**src/rtl/core/four_connected_line_walker_core_defines.svh**
```systemverilog
// Assertion helpers for the line walker core.
// Both sample on clk and are switched off while rst_n is low.
`ifndef FOUR_CONNECTED_LINE_WALKER_CORE_DEFINES_SVH
`define FOUR_CONNECTED_LINE_WALKER_CORE_DEFINES_SVH

// Same-cycle implication.
`define FCLW_ASSERT_IMP(lbl, ante, cons, msg) \
    lbl: assert property (@(posedge clk) disable iff (!rst_n) (ante) |-> (cons)) \
        else $error(msg);

// Next-cycle implication.
`define FCLW_ASSERT_NXT(lbl, ante, cons, msg) \
    lbl: assert property (@(posedge clk) disable iff (!rst_n) (ante) |=> (cons)) \
        else $error(msg);

`endif

```
**src/rtl/core/fclw_pkg.sv**
```systemverilog
package fclw_pkg;

    localparam int COORD_WIDTH_DEF = 16;
    localparam int VIEW_W          = 15;
    localparam int APB_DATA_W      = 32;
    localparam int APB_ADDR_W      = 3;

    localparam logic [VIEW_W-1:0] VP_WIDTH_RST  = 15'd640;
    localparam logic [VIEW_W-1:0] VP_HEIGHT_RST = 15'd480;

    // register index, taken from paddr[2]
    typedef enum logic {
        REG_VP_WIDTH  = 1'b0,
        REG_VP_HEIGHT = 1'b1
    } reg_idx_t;

    typedef enum logic {
        OP_START = 1'b0,
        OP_STEP  = 1'b1
    } op_t;

    // per-request outcome from the walker datapath
    typedef struct packed {
        logic emit;
        logic last;
    } step_ctrl_t;

endpackage

```
**src/rtl/core/fclw_apb_regs.sv**
```systemverilog
module fclw_apb_regs (
    input  logic                               clk,
    input  logic                               rst_n,
    input  logic                               psel,
    input  logic                               penable,
    input  logic                               pwrite,
    input  logic [fclw_pkg::APB_ADDR_W-1:0]    paddr,
    input  logic [fclw_pkg::APB_DATA_W-1:0]    pwdata,
    output logic [fclw_pkg::APB_DATA_W-1:0]    prdata,
    output logic                               pready,
    output logic [fclw_pkg::VIEW_W-1:0]        vp_width,
    output logic [fclw_pkg::VIEW_W-1:0]        vp_height
);

    logic [fclw_pkg::VIEW_W-1:0] vp_width_reg;
    logic [fclw_pkg::VIEW_W-1:0] vp_height_reg;
    logic                        wr_en;
    fclw_pkg::reg_idx_t          idx;

    assign pready = 1'b1;
    assign wr_en  = psel && penable && pwrite;
    assign idx    = fclw_pkg::reg_idx_t'(paddr[2]);

    always_ff @(posedge clk or negedge rst_n)
    begin
        if (!rst_n)
        begin
            vp_width_reg  <= fclw_pkg::VP_WIDTH_RST;
            vp_height_reg <= fclw_pkg::VP_HEIGHT_RST;
        end
        else if (wr_en)
        begin
            unique case (idx)
                fclw_pkg::REG_VP_WIDTH:
                begin
                    vp_width_reg <= pwdata[fclw_pkg::VIEW_W-1:0];
                end
                fclw_pkg::REG_VP_HEIGHT:
                begin
                    vp_height_reg <= pwdata[fclw_pkg::VIEW_W-1:0];
                end
                default:
                begin
                end
            endcase
        end
    end

    always_comb
    begin
        unique case (idx)
            fclw_pkg::REG_VP_WIDTH:
                prdata = fclw_pkg::APB_DATA_W'(vp_width_reg);
            fclw_pkg::REG_VP_HEIGHT:
                prdata = fclw_pkg::APB_DATA_W'(vp_height_reg);
            default:
                prdata = '0;
        endcase
    end

    assign vp_width  = vp_width_reg;
    assign vp_height = vp_height_reg;

endmodule

```
**src/rtl/core/fclw_step.sv**
```systemverilog
module fclw_step #(
    parameter int COORD_WIDTH = fclw_pkg::COORD_WIDTH_DEF
) (
    input  logic                           clk,
    input  logic                           rst_n,
    input  logic                           accept,
    input  logic                           operation,
    input  logic [COORD_WIDTH-1:0]         start_x,
    input  logic [COORD_WIDTH-1:0]         start_y,
    input  logic [COORD_WIDTH-1:0]         end_x,
    input  logic [COORD_WIDTH-1:0]         end_y,
    output fclw_pkg::step_ctrl_t           ctrl,
    output logic [COORD_WIDTH-1:0]         pixel_x,
    output logic [COORD_WIDTH-1:0]         pixel_y
);

    localparam int DW = COORD_WIDTH + 1;   // |delta|
    localparam int RW = COORD_WIDTH + 2;   // moves left
    localparam int EW = COORD_WIDTH + 3;   // error term, signed

    logic [DW-1:0]        delta_x_reg, delta_x_next;
    logic [DW-1:0]        delta_y_reg, delta_y_next;
    logic                 x_major_reg, x_major_next;
    logic                 dir_x_neg_reg, dir_x_neg_next;
    logic                 dir_y_neg_reg, dir_y_neg_next;
    logic [COORD_WIDTH-1:0] cur_x_reg, cur_x_next;
    logic [COORD_WIDTH-1:0] cur_y_reg, cur_y_next;
    logic signed [EW-1:0] err_reg, err_next;
    logic [RW-1:0]        remain_reg, remain_next;
    logic                 active_reg, active_next;

    logic signed [DW-1:0] sx_e, sy_e, ex_e, ey_e;
    logic                 ld_dir_x_neg, ld_dir_y_neg;
    logic [DW-1:0]        ld_dx, ld_dy;
    logic [DW-1:0]        major, minor;
    logic signed [EW-1:0] twice_major, twice_minor;
    logic                 err_pos, move_x;
    fclw_pkg::op_t        op;

    assign op = fclw_pkg::op_t'(operation);

    // start: endpoint differences
    assign sx_e = $signed({start_x[COORD_WIDTH-1], start_x});
    assign sy_e = $signed({start_y[COORD_WIDTH-1], start_y});
    assign ex_e = $signed({end_x[COORD_WIDTH-1], end_x});
    assign ey_e = $signed({end_y[COORD_WIDTH-1], end_y});

    assign ld_dir_x_neg = ex_e < sx_e;
    assign ld_dir_y_neg = ey_e < sy_e;
    assign ld_dx = ld_dir_x_neg ? DW'(sx_e - ex_e) : DW'(ex_e - sx_e);
    assign ld_dy = ld_dir_y_neg ? DW'(sy_e - ey_e) : DW'(ey_e - sy_e);

    // step: error-term decision
    assign major       = x_major_reg ? delta_x_reg : delta_y_reg;
    assign minor       = x_major_reg ? delta_y_reg : delta_x_reg;
    assign twice_major = $signed({1'b0, major, 1'b0});
    assign twice_minor = $signed({1'b0, minor, 1'b0});
    assign err_pos     = !err_reg[EW-1] && (err_reg != '0);
    assign move_x      = err_pos ? !x_major_reg : x_major_reg;

    always_comb
    begin
        delta_x_next   = delta_x_reg;
        delta_y_next   = delta_y_reg;
        x_major_next   = x_major_reg;
        dir_x_neg_next = dir_x_neg_reg;
        dir_y_neg_next = dir_y_neg_reg;
        cur_x_next     = cur_x_reg;
        cur_y_next     = cur_y_reg;
        err_next       = err_reg;
        remain_next    = remain_reg;
        active_next    = active_reg;
        ctrl.emit      = 1'b0;
        ctrl.last      = 1'b0;

        if (accept)
        begin
            priority if (op == fclw_pkg::OP_START)
            begin
                delta_x_next   = ld_dx;
                delta_y_next   = ld_dy;
                x_major_next   = ld_dy <= ld_dx;
                dir_x_neg_next = ld_dir_x_neg;
                dir_y_neg_next = ld_dir_y_neg;
                cur_x_next     = start_x;
                cur_y_next     = start_y;
                err_next       = '0;
                remain_next    = RW'(ld_dx) + RW'(ld_dy);
                active_next    = 1'b1;
                ctrl.emit      = 1'b1;
                ctrl.last      = (start_x == end_x) && (start_y == end_y);
            end
            else if (!active_reg)
            begin
                // no line loaded: swallow the step
            end
            else if (remain_reg == '0)
            begin
                active_next = 1'b0;
            end
            else
            begin
                err_next = err_pos ? (err_reg - twice_major) : (err_reg + twice_minor);
                if (move_x)
                begin
                    cur_x_next = dir_x_neg_reg ? (cur_x_reg - COORD_WIDTH'(1))
                                               : (cur_x_reg + COORD_WIDTH'(1));
                end
                else
                begin
                    cur_y_next = dir_y_neg_reg ? (cur_y_reg - COORD_WIDTH'(1))
                                               : (cur_y_reg + COORD_WIDTH'(1));
                end
                remain_next = remain_reg - RW'(1);
                ctrl.emit   = 1'b1;
                ctrl.last   = remain_reg == RW'(1);
            end
        end
    end

    always_ff @(posedge clk or negedge rst_n)
    begin
        if (!rst_n)
        begin
            delta_x_reg   <= '0;
            delta_y_reg   <= '0;
            x_major_reg   <= 1'b0;
            dir_x_neg_reg <= 1'b0;
            dir_y_neg_reg <= 1'b0;
            cur_x_reg     <= '0;
            cur_y_reg     <= '0;
            err_reg       <= '0;
            remain_reg    <= '0;
            active_reg    <= 1'b0;
        end
        else
        begin
            delta_x_reg   <= delta_x_next;
            delta_y_reg   <= delta_y_next;
            x_major_reg   <= x_major_next;
            dir_x_neg_reg <= dir_x_neg_next;
            dir_y_neg_reg <= dir_y_neg_next;
            cur_x_reg     <= cur_x_next;
            cur_y_reg     <= cur_y_next;
            err_reg       <= err_next;
            remain_reg    <= remain_next;
            active_reg    <= active_next;
        end
    end

    assign pixel_x = cur_x_next;
    assign pixel_y = cur_y_next;

endmodule

```
**src/rtl/core/four_connected_line_walker_core.sv**
```systemverilog
// Four-connected line walker. A start request (operation 0) loads two signed
// endpoints and yields the first pixel; each step request (operation 1) yields
// the next pixel, moving along x or y but never both, until delta_x+delta_y+1
// pixels have gone out, the final one flagged last. A step with no line loaded,
// or one past the end, yields nothing (the latter also retires the line).
// in_view is 1 when 0 <= x < vp_width and 0 <= y < vp_height, set over the
// APB port (vp_width at 0x0, vp_height at 0x4, reset 640 x 480); write the
// viewport only with no result outstanding. Rate: one request per clock
// unless stalled; each result appears in the cycle after acceptance. The
// walker state sits in one register bank updated from a single add, sign test
// and compare each cycle, and one output register decouples the stall: a new
// request is taken whenever that register is empty or being drained.
`include "four_connected_line_walker_core_defines.svh"

module four_connected_line_walker_core #(
    parameter int COORD_WIDTH = fclw_pkg::COORD_WIDTH_DEF
) (
    input  logic                               clk,
    input  logic                               rst_n,
    // APB configuration
    input  logic                               psel,
    input  logic                               penable,
    input  logic                               pwrite,
    input  logic [fclw_pkg::APB_ADDR_W-1:0]    paddr,
    input  logic [fclw_pkg::APB_DATA_W-1:0]    pwdata,
    output logic [fclw_pkg::APB_DATA_W-1:0]    prdata,
    output logic                               pready,
    // request channel
    input  logic                               in_valid,
    output logic                               in_stall,
    input  logic                               operation,
    input  logic signed [COORD_WIDTH-1:0]      start_x,
    input  logic signed [COORD_WIDTH-1:0]      start_y,
    input  logic signed [COORD_WIDTH-1:0]      end_x,
    input  logic signed [COORD_WIDTH-1:0]      end_y,
    // pixel channel
    output logic                               out_valid,
    input  logic                               out_stall,
    output logic signed [COORD_WIDTH-1:0]      pixel_x,
    output logic signed [COORD_WIDTH-1:0]      pixel_y,
    output logic                               in_view,
    output logic                               last
);

    // wide enough for both a non-negative coordinate and a viewport size
    localparam int CMP_W = ((COORD_WIDTH > fclw_pkg::VIEW_W) ?
                            COORD_WIDTH : fclw_pkg::VIEW_W) + 1;

    logic [fclw_pkg::VIEW_W-1:0] vp_width;
    logic [fclw_pkg::VIEW_W-1:0] vp_height;

    logic                        in_accept;
    fclw_pkg::step_ctrl_t        step_ctrl;
    logic [COORD_WIDTH-1:0]      step_x;
    logic [COORD_WIDTH-1:0]      step_y;

    logic                        out_valid_reg, out_valid_next;
    logic [COORD_WIDTH-1:0]      pixel_x_reg;
    logic [COORD_WIDTH-1:0]      pixel_y_reg;
    logic                        last_reg;
    logic                        x_in, y_in;

    fclw_apb_regs u_regs (
        .clk       (clk),
        .rst_n     (rst_n),
        .psel      (psel),
        .penable   (penable),
        .pwrite    (pwrite),
        .paddr     (paddr),
        .pwdata    (pwdata),
        .prdata    (prdata),
        .pready    (pready),
        .vp_width  (vp_width),
        .vp_height (vp_height)
    );

    // Output register full and held -> hold off the request side.
    assign in_stall  = out_valid_reg && out_stall;
    assign in_accept = in_valid && !in_stall;

    fclw_step #(
        .COORD_WIDTH (COORD_WIDTH)
    ) u_step (
        .clk       (clk),
        .rst_n     (rst_n),
        .accept    (in_accept),
        .operation (operation),
        .start_x   (start_x),
        .start_y   (start_y),
        .end_x     (end_x),
        .end_y     (end_y),
        .ctrl      (step_ctrl),
        .pixel_x   (step_x),
        .pixel_y   (step_y)
    );

    // Register refills whenever not stalled; empties if nothing new arrives.
    assign out_valid_next = in_stall ? out_valid_reg : (in_accept && step_ctrl.emit);

    always_ff @(posedge clk or negedge rst_n)
    begin
        if (!rst_n)
        begin
            out_valid_reg <= 1'b0;
        end
        else
        begin
            out_valid_reg <= out_valid_next;
        end
    end

    // payload, loaded only with a fresh pixel
    always_ff @(posedge clk)
    begin
        if (in_accept && step_ctrl.emit)
        begin
            pixel_x_reg <= step_x;
            pixel_y_reg <= step_y;
            last_reg    <= step_ctrl.last;
        end
    end

    // Viewport test on the held pixel; the user must keep the viewport static while
    // a result is pending (the block does not enforce it), so it is not registered.
    assign x_in = !pixel_x_reg[COORD_WIDTH-1] &&
                  (CMP_W'(pixel_x_reg) < CMP_W'(vp_width));
    assign y_in = !pixel_y_reg[COORD_WIDTH-1] &&
                  (CMP_W'(pixel_y_reg) < CMP_W'(vp_height));

    assign out_valid = out_valid_reg;
    assign pixel_x   = $signed(pixel_x_reg);
    assign pixel_y   = $signed(pixel_y_reg);
    assign in_view   = x_in && y_in;
    assign last      = last_reg;

    // checks
    `FCLW_ASSERT_IMP(a_stall_needs_full, in_stall, out_valid_reg, "stall with empty output register")
    `FCLW_ASSERT_NXT(a_start_emits, in_accept && (operation == fclw_pkg::OP_START), out_valid_reg, "start request gave no pixel")
    `FCLW_ASSERT_NXT(a_start_pixel, in_accept && (operation == fclw_pkg::OP_START), (pixel_x_reg == $past(start_x)) && (pixel_y_reg == $past(start_y)), "first pixel is not the start point")
    `FCLW_ASSERT_NXT(a_start_last, in_accept && (operation == fclw_pkg::OP_START), last_reg == (($past(start_x) == $past(end_x)) && ($past(start_y) == $past(end_y))), "last flag wrong on first pixel")

endmodule
```
**config.mk**
```make
export PLATFORM = sky130hd
export DESIGN_NAME = four_connected_line_walker_core
export DESIGN_NICKNAME = d
export VERILOG_FILES = /design/src/rtl/core/fclw_pkg.sv /design/src/rtl/core/fclw_apb_regs.sv /design/src/rtl/core/fclw_step.sv /design/src/rtl/core/four_connected_line_walker_core.sv
export VERILOG_INCLUDE_DIRS = /design/src /design/src/rtl/core
export SDC_FILE = /design/constraint.sdc
export NUM_CORES = 1
export LEC_CHECK = 0
export BUFFER_PORTS_ARGS = -buffer_cell sky130_fd_sc_hd__buf_4
export CAP_MARGIN = 20
export CORE_AREA = 3 3 188 190
export CTS_CLUSTER_DIAMETER = 150
export DETAILED_ROUTE_END_ITERATION = 7
export DIE_AREA = 0 0 191 193
export GPL_TIMING_DRIVEN = 1
export MAX_ROUTING_LAYER = met4
export SYNTH_ARGS = -nofsm -noshare
export SYNTH_HDL_FRONTEND = slang
export SYNTH_SLANG_ARGS = --single-unit
```
**constraint.sdc**
```tcl
create_clock -name clk -period 14.7 [get_ports clk]
set_input_delay 2.205 -clock clk [delete_from_list [all_inputs] [get_ports clk]]
set_output_delay 2.205 -clock clk [all_outputs]
set_load 0.05 [all_outputs]
```
; Word level (Yosys, flattened, before mapping)
; Cells that the tools add are included.
[word_totals]
word_cells = 93
input_bits = 107
register_bits = 171
output_inout_bits = 69
[op_classes]
n_mux = 32
n_addsub = 12
eq_ne = 5
n_reduce_logical = 21
bitwise_logic = 2
order_cmp = 5
[ops]
columns = op, n
row1 = 2-to-1 mux 16 bit, 12
row2 = 2-to-1 mux 19 bit, 4
row3 = 2-to-1 mux 17 bit, 4
row4 = subtractor 16 x 16 -> 17 bit, 4
row5 = one-hot mux 32 bit (2 select lines), 1
row6 = 2-to-1 mux 18 bit, 3
row7 = "adder 16 x 1 -> 16 bit, second input constant", 2
row8 = equality test 16 bit, 2
row9 = < comparator 16 x 15 -> 1 bit, 2
row10 = < comparator 16 bit, 2
row11 = "subtractor 16 x 1 -> 16 bit, second input constant", 2
row12 = adder 19 bit, 1
row13 = nonzero test 19 bit, 1
row14 = subtractor 19 bit, 1
row15 = adder 17 x 17 -> 18 bit, 1
row16 = "equality test 18 x 1 -> 1 bit, second input constant", 1
row17 = zero test 18 bit, 1
row18 = "subtractor 18 x 1 -> 18 bit, second input constant", 1
row19 = less-or-equal comparator 17 bit, 1
row20 = logical AND 1 bit, 10
row21 = 2-to-1 mux 2 bit, 4
row22 = AND reduction 2 bit, 3
row23 = zero test 1 bit, 5
row24 = 2-to-1 mux 1 bit, 4
row25 = other kinds (4), 5

; Logic depth before layout (Yosys ltp)
; Gate-level depths: netlist (run 1).
[logic_depth]
ltp_word = 8
ltp_mapped = 26
depth_no_buf = 24

; By module
; From an unflattened synthesis (run 1), not the netlist that was laid out.
[unflattened]
cells_unflattened = 1843
hier_area_um2 = 15571.2
[by_module_without_submodules]
columns = module, seq_area_each_um2, cells_per_inst, n_inst, area_per_inst_um2
row1 = fclw_step, 2652.5, 1605, 1, 12266.8
row2 = four_connected_line_walker_core, 1016.0, 137, 1, 1775.5
row3 = fclw_apb_regs, 758.2, 101, 1, 1529.0

; Least setup slack after synthesis (run 1)
; No wires, ideal clock.
[synth_timing]
kind = input -> register
from = in start_x[7]
to = reg u_step.remain_reg[15]
stages = 20
setup_time_ns = 0.138
arrival_ns = 6.936
path_buffers = 3
t_required_ns = 14.562
setup_slack_ns = 7.626
cell_sequence = inv_1 ha_1 clkbuf_1 a2111oi_0 a2111oi_2 a21oi_2 clkbuf_1 clkbuf_1 mux2i_1 xor2_1 inv_1 ha_1 a21oi_1 o21bai_1 a21oi_1 or3_1 o211a_1 o311ai_1 mux2i_1 o211ai_1
[synth_between]
elab_chain_len = 4
elab_cells_between_ends = 6
classes_between = add/sub: 3 / order compare: 1 / mux: 2
[synth_rtl]
columns = element, line
row1 = from (decl), four_connected_line_walker_core.sv:32  ; input logic signed [COORD_WIDTH-1:0] start_x,
row2 = < comparator 16 bit, fclw_step.sv:48  ; assign ld_dir_x_neg = ex_e < sx_e;
row3 = 2-to-1 mux 17 bit, fclw_step.sv:50  ; assign ld_dx = ld_dir_x_neg ? DW'(sx_e - ex_e) : DW'(ex_e - sx_e);
row4 = named net u_step.ld_dx[2], fclw_step.sv:34  ; logic [DW-1:0] ld_dx, ld_dy;
row5 = adder 17 x 17 -> 18 bit, fclw_step.sv:88  ; remain_next = RW'(ld_dx) + RW'(ld_dy);
row6 = 2-to-1 mux 18 bit, fclw_step.sv:78  ; priority if (op == fclw_pkg::OP_START)
row7 = to (signal assigned), fclw_step.sv:146  ; remain_reg <= remain_next;
row8 = to (decl), fclw_step.sv:29  ; logic [RW-1:0] remain_reg, remain_next;
; The timed path passes the listed nets, and every way through them passes these cells.
; A chain may end at the register's enable or synchronous reset.

; Final worst setup path (run 1)
[layout_timing]
from = in start_x[1]
to = reg u_step.x_major_reg
[layout_between]
elab_chain_len = 3
elab_cells_between_ends = 5
classes_between = add/sub: 2 / order compare: 2 / mux: 1
[layout_rtl]
columns = element, line
row1 = subtractor 16 x 16 -> 17 bit or < comparator 16 bit (tied branches), "fclw_step.sv:50, fclw_step.sv:48"
row2 = 2-to-1 mux 17 bit (*), fclw_step.sv:50
row3 = named net u_step.ld_dx[14], fclw_step.sv:34
row4 = less-or-equal comparator 17 bit (*), fclw_step.sv:82  ; x_major_next = ld_dy <= ld_dx;
row5 = to (signal assigned), fclw_step.sv:140  ; x_major_reg <= x_major_next;
row6 = to (decl), fclw_step.sv:23  ; logic x_major_reg, x_major_next;
; The timed path passes the listed nets; every way through them passes the cells marked *.

==> results of run 1 <==
-- worst max path at each step --
stage	endpoint	slack, ns	cells after the start
finish	u_step.x_major_reg	7.67	24
floorplan	u_step.remain_reg[15]	7.63	20
global route	u_step.x_major_reg	7.31	24
detailed placement	u_step.x_major_reg	7.26	24
global placement	u_step.x_major_reg	7.29	24
CTS	u_step.x_major_reg	7.69	24
-- worst reg2reg max path: stages (launching register included) --
cell	delay (ns)
sky130_fd_sc_hd__dfrtp_1	0.44
sky130_fd_sc_hd__nor4_1	0.33
sky130_fd_sc_hd__nand4_1	0.17
sky130_fd_sc_hd__nor4_1	0.60
sky130_fd_sc_hd__nor2_1	0.08
sky130_fd_sc_hd__buf_4	0.24
sky130_fd_sc_hd__nand2_1	0.36
sky130_fd_sc_hd__nand2_1	0.10
sky130_fd_sc_hd__a221oi_1	0.38
sky130_fd_sc_hd__ha_1	0.35
sky130_fd_sc_hd__a21o_1	0.19
sky130_fd_sc_hd__a21oi_1	0.21
sky130_fd_sc_hd__o21bai_1	0.08
sky130_fd_sc_hd__a21oi_1	0.24
sky130_fd_sc_hd__o21bai_1	0.09
sky130_fd_sc_hd__a21oi_1	0.32
sky130_fd_sc_hd__o211ai_1	0.17
sky130_fd_sc_hd__a31oi_1	0.27
sky130_fd_sc_hd__o21bai_1	0.09
sky130_fd_sc_hd__a21oi_1	0.18
sky130_fd_sc_hd__xor2_1	0.17
sky130_fd_sc_hd__o31ai_1	0.08
-- cell usage in the layout, fill, tap and decap left out, types with 30 or more instances in the layout --
cell type / instances
sky130_fd_sc_hd__nand2_1: 182
sky130_fd_sc_hd__a21oi_1: 173
sky130_fd_sc_hd__ha_1: 173
sky130_fd_sc_hd__inv_1: 161
sky130_fd_sc_hd__buf_4: 150
sky130_fd_sc_hd__dfrtp_1: 130
sky130_fd_sc_hd__o21ai_0: 112
sky130_fd_sc_hd__nor2_1: 106
sky130_fd_sc_hd__xnor2_1: 63
sky130_fd_sc_hd__o22ai_1: 55
sky130_fd_sc_hd__a21o_1: 48
sky130_fd_sc_hd__nor3_1: 47
sky130_fd_sc_hd__nand3_1: 40
sky130_fd_sc_hd__mux2_2: 38
sky130_fd_sc_hd__edfxtp_1: 33
sky130_fd_sc_hd__o21bai_1: 30
sky130_fd_sc_hd__xor2_1: 30
-- logic make-up after synthesis --
family	Yosys count	share of synthesized area [%]
buffers and inverters	257	6.87
adder cells (fa/ha/maj)	181	15.4
AND/OR/NAND/NOR	499	15.4
AO/OA/AOI/OAI	557	23.1
flip-flops	170	29.3
XOR/XNOR	93	5.38
other	2	0.0496
multiplexers	65	4.62
-- power groups by stage --
stage	registers [mW]	logic, mW	clock network [mW]
after floorplan	0.838	1.38	0
after global routing	0.841	2.08	0.490
after global placement	0.816	1.81	0
final	0.818	1.86	0.461
after detailed placement	0.818	1.85	0
after CTS	0.814	1.86	0.466
-- per-stage QoR --
step,hold slack (ns),power (mW)
global placement,0.488,2.63
floorplan,0.463,2.22
global route,0.525,3.41
finish,0.510,3.14
CTS,0.510,3.14
detailed placement,0.493,2.67
-- area by class of cell --
cell class | count | area (um^2)
diodes | 1 | 2.50
clock buffers | 18 | 450
clock inverters | 14 | 150
fillers | 3201 | 16500
inverters | 162 | 608
multi-input cells | 1413 | 9740
flip-flops and latches | 170 | 4430
well taps | 448 | 561
repair buffers | 151 | 1140
-- per-layer routing --
layer  vias to the layer above  routed length (um)  share of wire (%)  GRT usage (%)
met4                         0                 840                1.9           5.87
met2                       373               20400                 45           38.8
li1                       6659                   -                  -              -
met5                         -                   0                  0              -
met1                      6466               21700                 48           35.3
met3                        41                2000                4.4           2.06
==> impl_metrics.yaml, run 1 <==
outcome:
  run_status: "completed"
floorplan:
  die_area_um2: 36900
  dieHeight_um: 193
  die_w_um: 191
  placement_rows: 67
  floorplan.initialDensity_pct: 45.0
  ioPinCount: 176
  core_region_area_um2: 33600
grt:
  gr-total-overflow: 0
  grt_pass1_wl_mm: 70.0
  number_of_global_route_vias_before_repair: 12700
  gr_usage_total_pct: 24.8
  grt_max_degree: 89
  grt_antenna_before_repair: 1
routing:
  postRouteAntennaNets: 0
  post_dr_wirelength_cell_um: 18.9
  routed_wl_mm: 45.0
  detail_route.first_pass.iterations: 6
  drc_errors: 0
  detailedRoute.firstIterationViolations: 1110
  via_per_inst: 5.70
  dr_total_vias: 13500
power_and_ir_drop:
  clock_power_share_pct: 14.7
  power_density_nw_per_um2: 184
  power.internal_mw: 1.66
  net-switching-power_mw: 1.47
  worst_ir_drop_vdd_mv: 0.0783
  leakage_nw: 7.99
  netSwitchingFraction_pct: 47.0
  share_comb_of_total_power_pct: 59.3
  share_seq_of_total_power_pct: 26.1
placed_design:
  port_buffers: 138
  dp.final_hpwl_mm: 34.8
  dpl.cell_count: 2344
  place.gp.congestion: 0.938
  detailed_place.area_um2: 16500
  detailedPlace.worstSlack_ns: 7.26
logic_synthesis:
  synthCells: 1824
  synth_area_leader_cell: "sky130_fd_sc_hd__dfrtp_1"
  synth_sequential_area_ratio_pct: 29.3
  synth.yosys.warnings: 0
  post-synth-top-count-cell: "sky130_fd_sc_hd__nand2_1"
  yosys-top-cells-area: "sky130_fd_sc_hd__dfrtp_1 (22%), sky130_fd_sc_hd__ha_1 (14%), sky130_fd_sc_hd__edfxtp_1 (6.6%)"
  syn_area_um2: 15100
  post_synth_edffs: 33
  syn-mean-instance-area_um2: 8.29
  synth_async_sr_flop_share_pct: 80.6
  synthTopCellsByCount: "sky130_fd_sc_hd__nand2_1 (183), sky130_fd_sc_hd__a21oi_1 (173), sky130_fd_sc_hd__ha_1 (173)"
  fraction_of_synthesized_cell_area_taken_by_the_top_area_cell_type_pct: 21.7
  yosysUniqueCellTypes: 77
  yosys_register_bits: 170
  most_used_dff_post_synth: "sky130_fd_sc_hd__dfrtp_1"
worst_hold_path:
  timing.hold.worst_path_depth: 1
  timing.hold.worst.class: "reg -> reg"
  hold_path_startpoint: "u_regs.vp_width[14]"
  worstHoldEndpoint: "u_regs.vp_width[14]"
setup_path:
  timing.critical_path.slowest_stage_cell: "sky130_fd_sc_hd__a2111oi_2"
  timing.critical_path.to_type: "flip-flop"
  critical_path.reg2reg.startpoint: "u_step.err_reg[2]"
  startpoint_type: "input pin"
  timing.critical_path.from: "start_x[1]"
  worst-path-max-fanout: 24
  critical_path.cell_chain: "buf_4 > inv_1 > ha_1 > nor2b_1 > o2111ai_1 > a21bo_1 > a2111oi_2 > a21oi_2 > buf_4 > mux2i_1 > o21ai_0 > a41oi_1 > o21ai_0 > a21oi_1 > xnor2_1 > inv_1 > ha_1 > nor4b_1 > and3_1 > a21oi_1 > o21ai_0 > a21oi_1 > a21oi_1 > a31oi_1"
  r2r_cells: 21
  timing.setup.critical_path_class: "in -> reg"
  critical-path-max-stage-delay_ns: 0.56
  register_to_register_setup_slack_ns: 9.42
  worst_path_most_repeated_cell: "sky130_fd_sc_hd__a21oi_1"
  r2r-end: "u_step.err_reg[17]"
  cpLargestDelayFamily: "compound AO/OA/AOI/OAI gates"
  cp_data_required_time_ns: 15.01
  critPathBufInv: 4
  critical_path_data_arrival_time_ns: 7.34
clock_tree:
  cts_hold_buffers: 0
  cts_tree: "yes"
  numClockSinks: 170
  h-tree-depth: 4
  post_cts.repair.setup_buffers: 0
  cts-buffers-inserted: 17
  clock_path_buffers: 2
  cells_resized_by_post_cts_repair: 0
  clk-insertion-delay-late_ns: 0.44
  cts.clk_slew.worst_paths_ns: 0.08
  clockRootBuffer: "sky130_fd_sc_hd__clkbuf_16"
sta:
  slew_headroom_pct: 26.1
  max_clock_freq_mhz: 142
  fin_worst_skew_ns: 0.0146
  worst_pin_slew_ns: 1.10
  timing_max_transition_violations_final: 0
  timing.final.crit_period_ns: 7.03
  setup_ws_ns: 7.67
  report.final.setup_viol: 0
  hold_violations_final: 0
  rsz0062_at_grt: "false"
  period_share_pct: 47.8
  fin_setup_tns_ns: 0
run:
  maxCapViolCount: 0
finish:
  area_delta_synth_final_pct: 12.9
  drive_gt1_share_pct: 12.8
  final-instance-count-excl-fill: 2377
  final_nets: 2203
  post-route-util_pct: 50.8
  stdcell_area_um2: 17100
Note: power is estimated with default switching activity, not from simulation.
==> run 2, diff against run 1 <==
--- a/config.mk
+++ b/config.mk
@@ -14,6 +14,7 @@
 export DIE_AREA = 0 0 191 193
 export GPL_TIMING_DRIVEN = 1
 export MAX_ROUTING_LAYER = met4
+export PLACE_DENSITY = 0.66
 export SYNTH_ARGS = -nofsm -noshare
 export SYNTH_HDL_FRONTEND = slang
 export SYNTH_SLANG_ARGS = --single-unit
==> constraint.sdc (replaced) <==
create_clock -name clk -period 6.2 [get_ports clk]
set_input_delay 0.93 -clock clk [delete_from_list [all_inputs] [get_ports clk]]
set_output_delay 0.93 -clock clk [all_outputs]
set_load 0.05 [all_outputs]
==> run 2 against run 1 <==
- cell area rose by 1.1%
- sequential share of layout area shrank 0.27 points
- non-clock buffer count rose by 26
- die area is the same
- combinational power grew 140%
- final cell count grew 1.1%
- global-route usage decreased by 0.55 points
- total power grew 140%
- flip-flop and latch count stayed put
- sequential power is 140% higher
- critical path depth decreased by 2
- largest power group unchanged
==> impl_metrics.yaml, run 2 (synthesized netlist as in run 1, its figures left out) <==
sta:
  max_clock_freq_mhz: 184
  period_share_pct: 87.5
  rsz0062_at_grt: "false"
  worst_pin_slew_ns: 0.996
  fin_worst_skew_ns: 0.0124
  fin_setup_tns_ns: 0
  timing_max_transition_violations_final: 0
  slew_headroom_pct: 33.2
  timing.final.crit_period_ns: 5.43
  report.final.setup_viol: 0
  hold_violations_final: 0
grt:
  grt_max_degree: 82
  number_of_global_route_vias_before_repair: 12900
  gr-total-overflow: 0
  grt_pass1_wl_mm: 68.9
  grt_antenna_before_repair: 0
  gr_usage_total_pct: 24.3
setup_path:
  timing.critical_path.to_type: "flip-flop"
  cp_data_required_time_ns: 6.48
  critical_path_data_arrival_time_ns: 5.71
  startpoint_type: "flip-flop"
  worst-path-max-fanout: 6
  timing.setup.critical_path_class: "reg -> reg"
finish:
  multiInputGateArea_um2: 9740
  filler_cell_count: 3168
  final-instance-count-excl-fill: 2402
  register_area_um2: 4430
  area_delta_synth_final_pct: 14.1
  most_common_cell_after_layout_fill_and_taps_aside: "sky130_fd_sc_hd__nand2_1"
  final_nets: 2229
  most_frequent_cells_in_the_layout: "sky130_fd_sc_hd__nand2_1 (182), sky130_fd_sc_hd__buf_4 (175), sky130_fd_sc_hd__a21oi_1 (173), sky130_fd_sc_hd__ha_1 (173), sky130_fd_sc_hd__inv_1 (161)"
  drive_gt1_share_pct: 13.9
  diode_insertion_count_for_antenna_repair: 0
clock_tree:
  cts-buffers-inserted: 17
  cts_tree: "yes"
  numClockSinks: 170
  clock_path_buffers: 2
  clk-insertion-delay-late_ns: 0.44
  cells_resized_by_post_cts_repair: 0
  cts.clk_slew.worst_paths_ns: 0.07
  h-tree-depth: 4
  clockRootBuffer: "sky130_fd_sc_hd__clkbuf_16"
  post_cts.repair.setup_buffers: 0
  cts_hold_buffers: 0
power_and_ir_drop:
  worst_ir_drop_vdd_mv: 0.154
  power_density_nw_per_um2: 435
  leakage_nw: 8.11
floorplan:
  placement_rows: 67
  die_area_um2: 36900
  floorplan.initialDensity_pct: 45.0
  die_w_um: 191
  core_region_area_um2: 33600
  ioPinCount: 176
  dieHeight_um: 193
routing:
  drc_errors: 0
  detail_route.first_pass.iterations: 5
  post_dr_wirelength_cell_um: 18.6
  detailedRoute.firstIterationViolations: 1088
  routed_wl_mm: 44.6
  dr_total_vias: 13700
  postRouteAntennaNets: 0
  via_per_inst: 5.72
placed_design:
  place.gp.congestion: 0.939
  dp.final_hpwl_mm: 35.0
  port_buffers: 138
  dpl.cell_count: 2370
run:
  maxCapViolCount: 0
outcome:
  run_status: "completed"
worst_hold_path:
  timing.hold.worst.class: "reg -> reg"
## run 2: stage by stage
step | cell area [um^2] | hold slack, ns | utilization [%] | setup slack, ns | power (mW)
after floorplan | 15200 | 0.463 | - | 0.401 | 5.26
after global placement | 16700 | 0.481 | 49.6 | 0.440 | 6.28
after detailed placement | 16700 | 0.495 | 49.6 | 0.405 | 6.40
after CTS | 17300 | 0.510 | 51.3 | 0.768 | 7.50
after global routing | 17300 | 0.518 | 51.3 | 0.228 | 8.12
final | 17300 | 0.507 | 51.3 | 0.775 | 7.50
## run 2: routing by layer
metal | part of all wire (%) | up-vias | wire, um | global-route usage, %
met5 | 0 | - | 0 | -
met3 | 5.5 | 59 | 2460 | 3.02
li1 | - | 6706 | - | -
met2 | 46 | 404 | 20600 | 38.3
met4 | 1.9 | 0 | 859 | 6.38
met1 | 46 | 6577 | 20700 | 33.3
## run 2: power breakdown
part           switching (mW)  total, mW  leakage, nW  internal [mW]
logic                    2.56       4.46         5.88           1.90
registers               0.421       1.97         1.96           1.55
clock network           0.493       1.07        0.280          0.576
total                    3.48       7.50         8.11           4.02
## run 2: critical path, cell delays in order (launching register included)
cell and delay, ns:
sky130_fd_sc_hd__dfrtp_1 0.44, sky130_fd_sc_hd__nor4_1 0.39, sky130_fd_sc_hd__nand4_1 0.19, sky130_fd_sc_hd__nor4_1 0.70, sky130_fd_sc_hd__o21ai_0 0.38, sky130_fd_sc_hd__nand2_1 0.27
sky130_fd_sc_hd__nand2_1 0.07, sky130_fd_sc_hd__nand2_1 0.11, sky130_fd_sc_hd__ha_1 0.18, sky130_fd_sc_hd__inv_1 0.05, sky130_fd_sc_hd__fa_1 0.40, sky130_fd_sc_hd__a21o_1 0.18
sky130_fd_sc_hd__a21oi_1 0.21, sky130_fd_sc_hd__o21bai_1 0.09, sky130_fd_sc_hd__a21oi_1 0.23, sky130_fd_sc_hd__o21bai_1 0.09, sky130_fd_sc_hd__a21oi_1 0.30, sky130_fd_sc_hd__o211ai_1 0.17
sky130_fd_sc_hd__a31oi_1 0.30, sky130_fd_sc_hd__o21bai_1 0.11, sky130_fd_sc_hd__a21oi_1 0.18, sky130_fd_sc_hd__xor2_1 0.16, sky130_fd_sc_hd__o31ai_1 0.07
## run 2: cell type report
type	instances	share of cell area, %
clock buffer	19	2.57
tap	448	3.25
inverter	162	3.52
sequential	170	25.7
timing repair buffer	177	7.79
multi-input combinational	1413	56.4
clock inverter	13	0.769
## run 2: final timing paths
path                                           to  slack [ns]               start  cells past startpoint
min in group asynchronous  u_step.delta_x_reg[10]        0.54               rst_n                      1
setup reg to reg               u_step.err_reg[17]        0.77   u_step.err_reg[2]                     22
setup / recovery               u_step.err_reg[17]        0.77   u_step.err_reg[2]                     22
hold reg to reg                u_regs.vp_width[4]        0.51  u_regs.vp_width[4]                      1
hold / removal                 u_regs.vp_width[4]        0.51  u_regs.vp_width[4]                      1
max in group asynchronous     u_step.cur_y_reg[7]        4.35               rst_n                      2
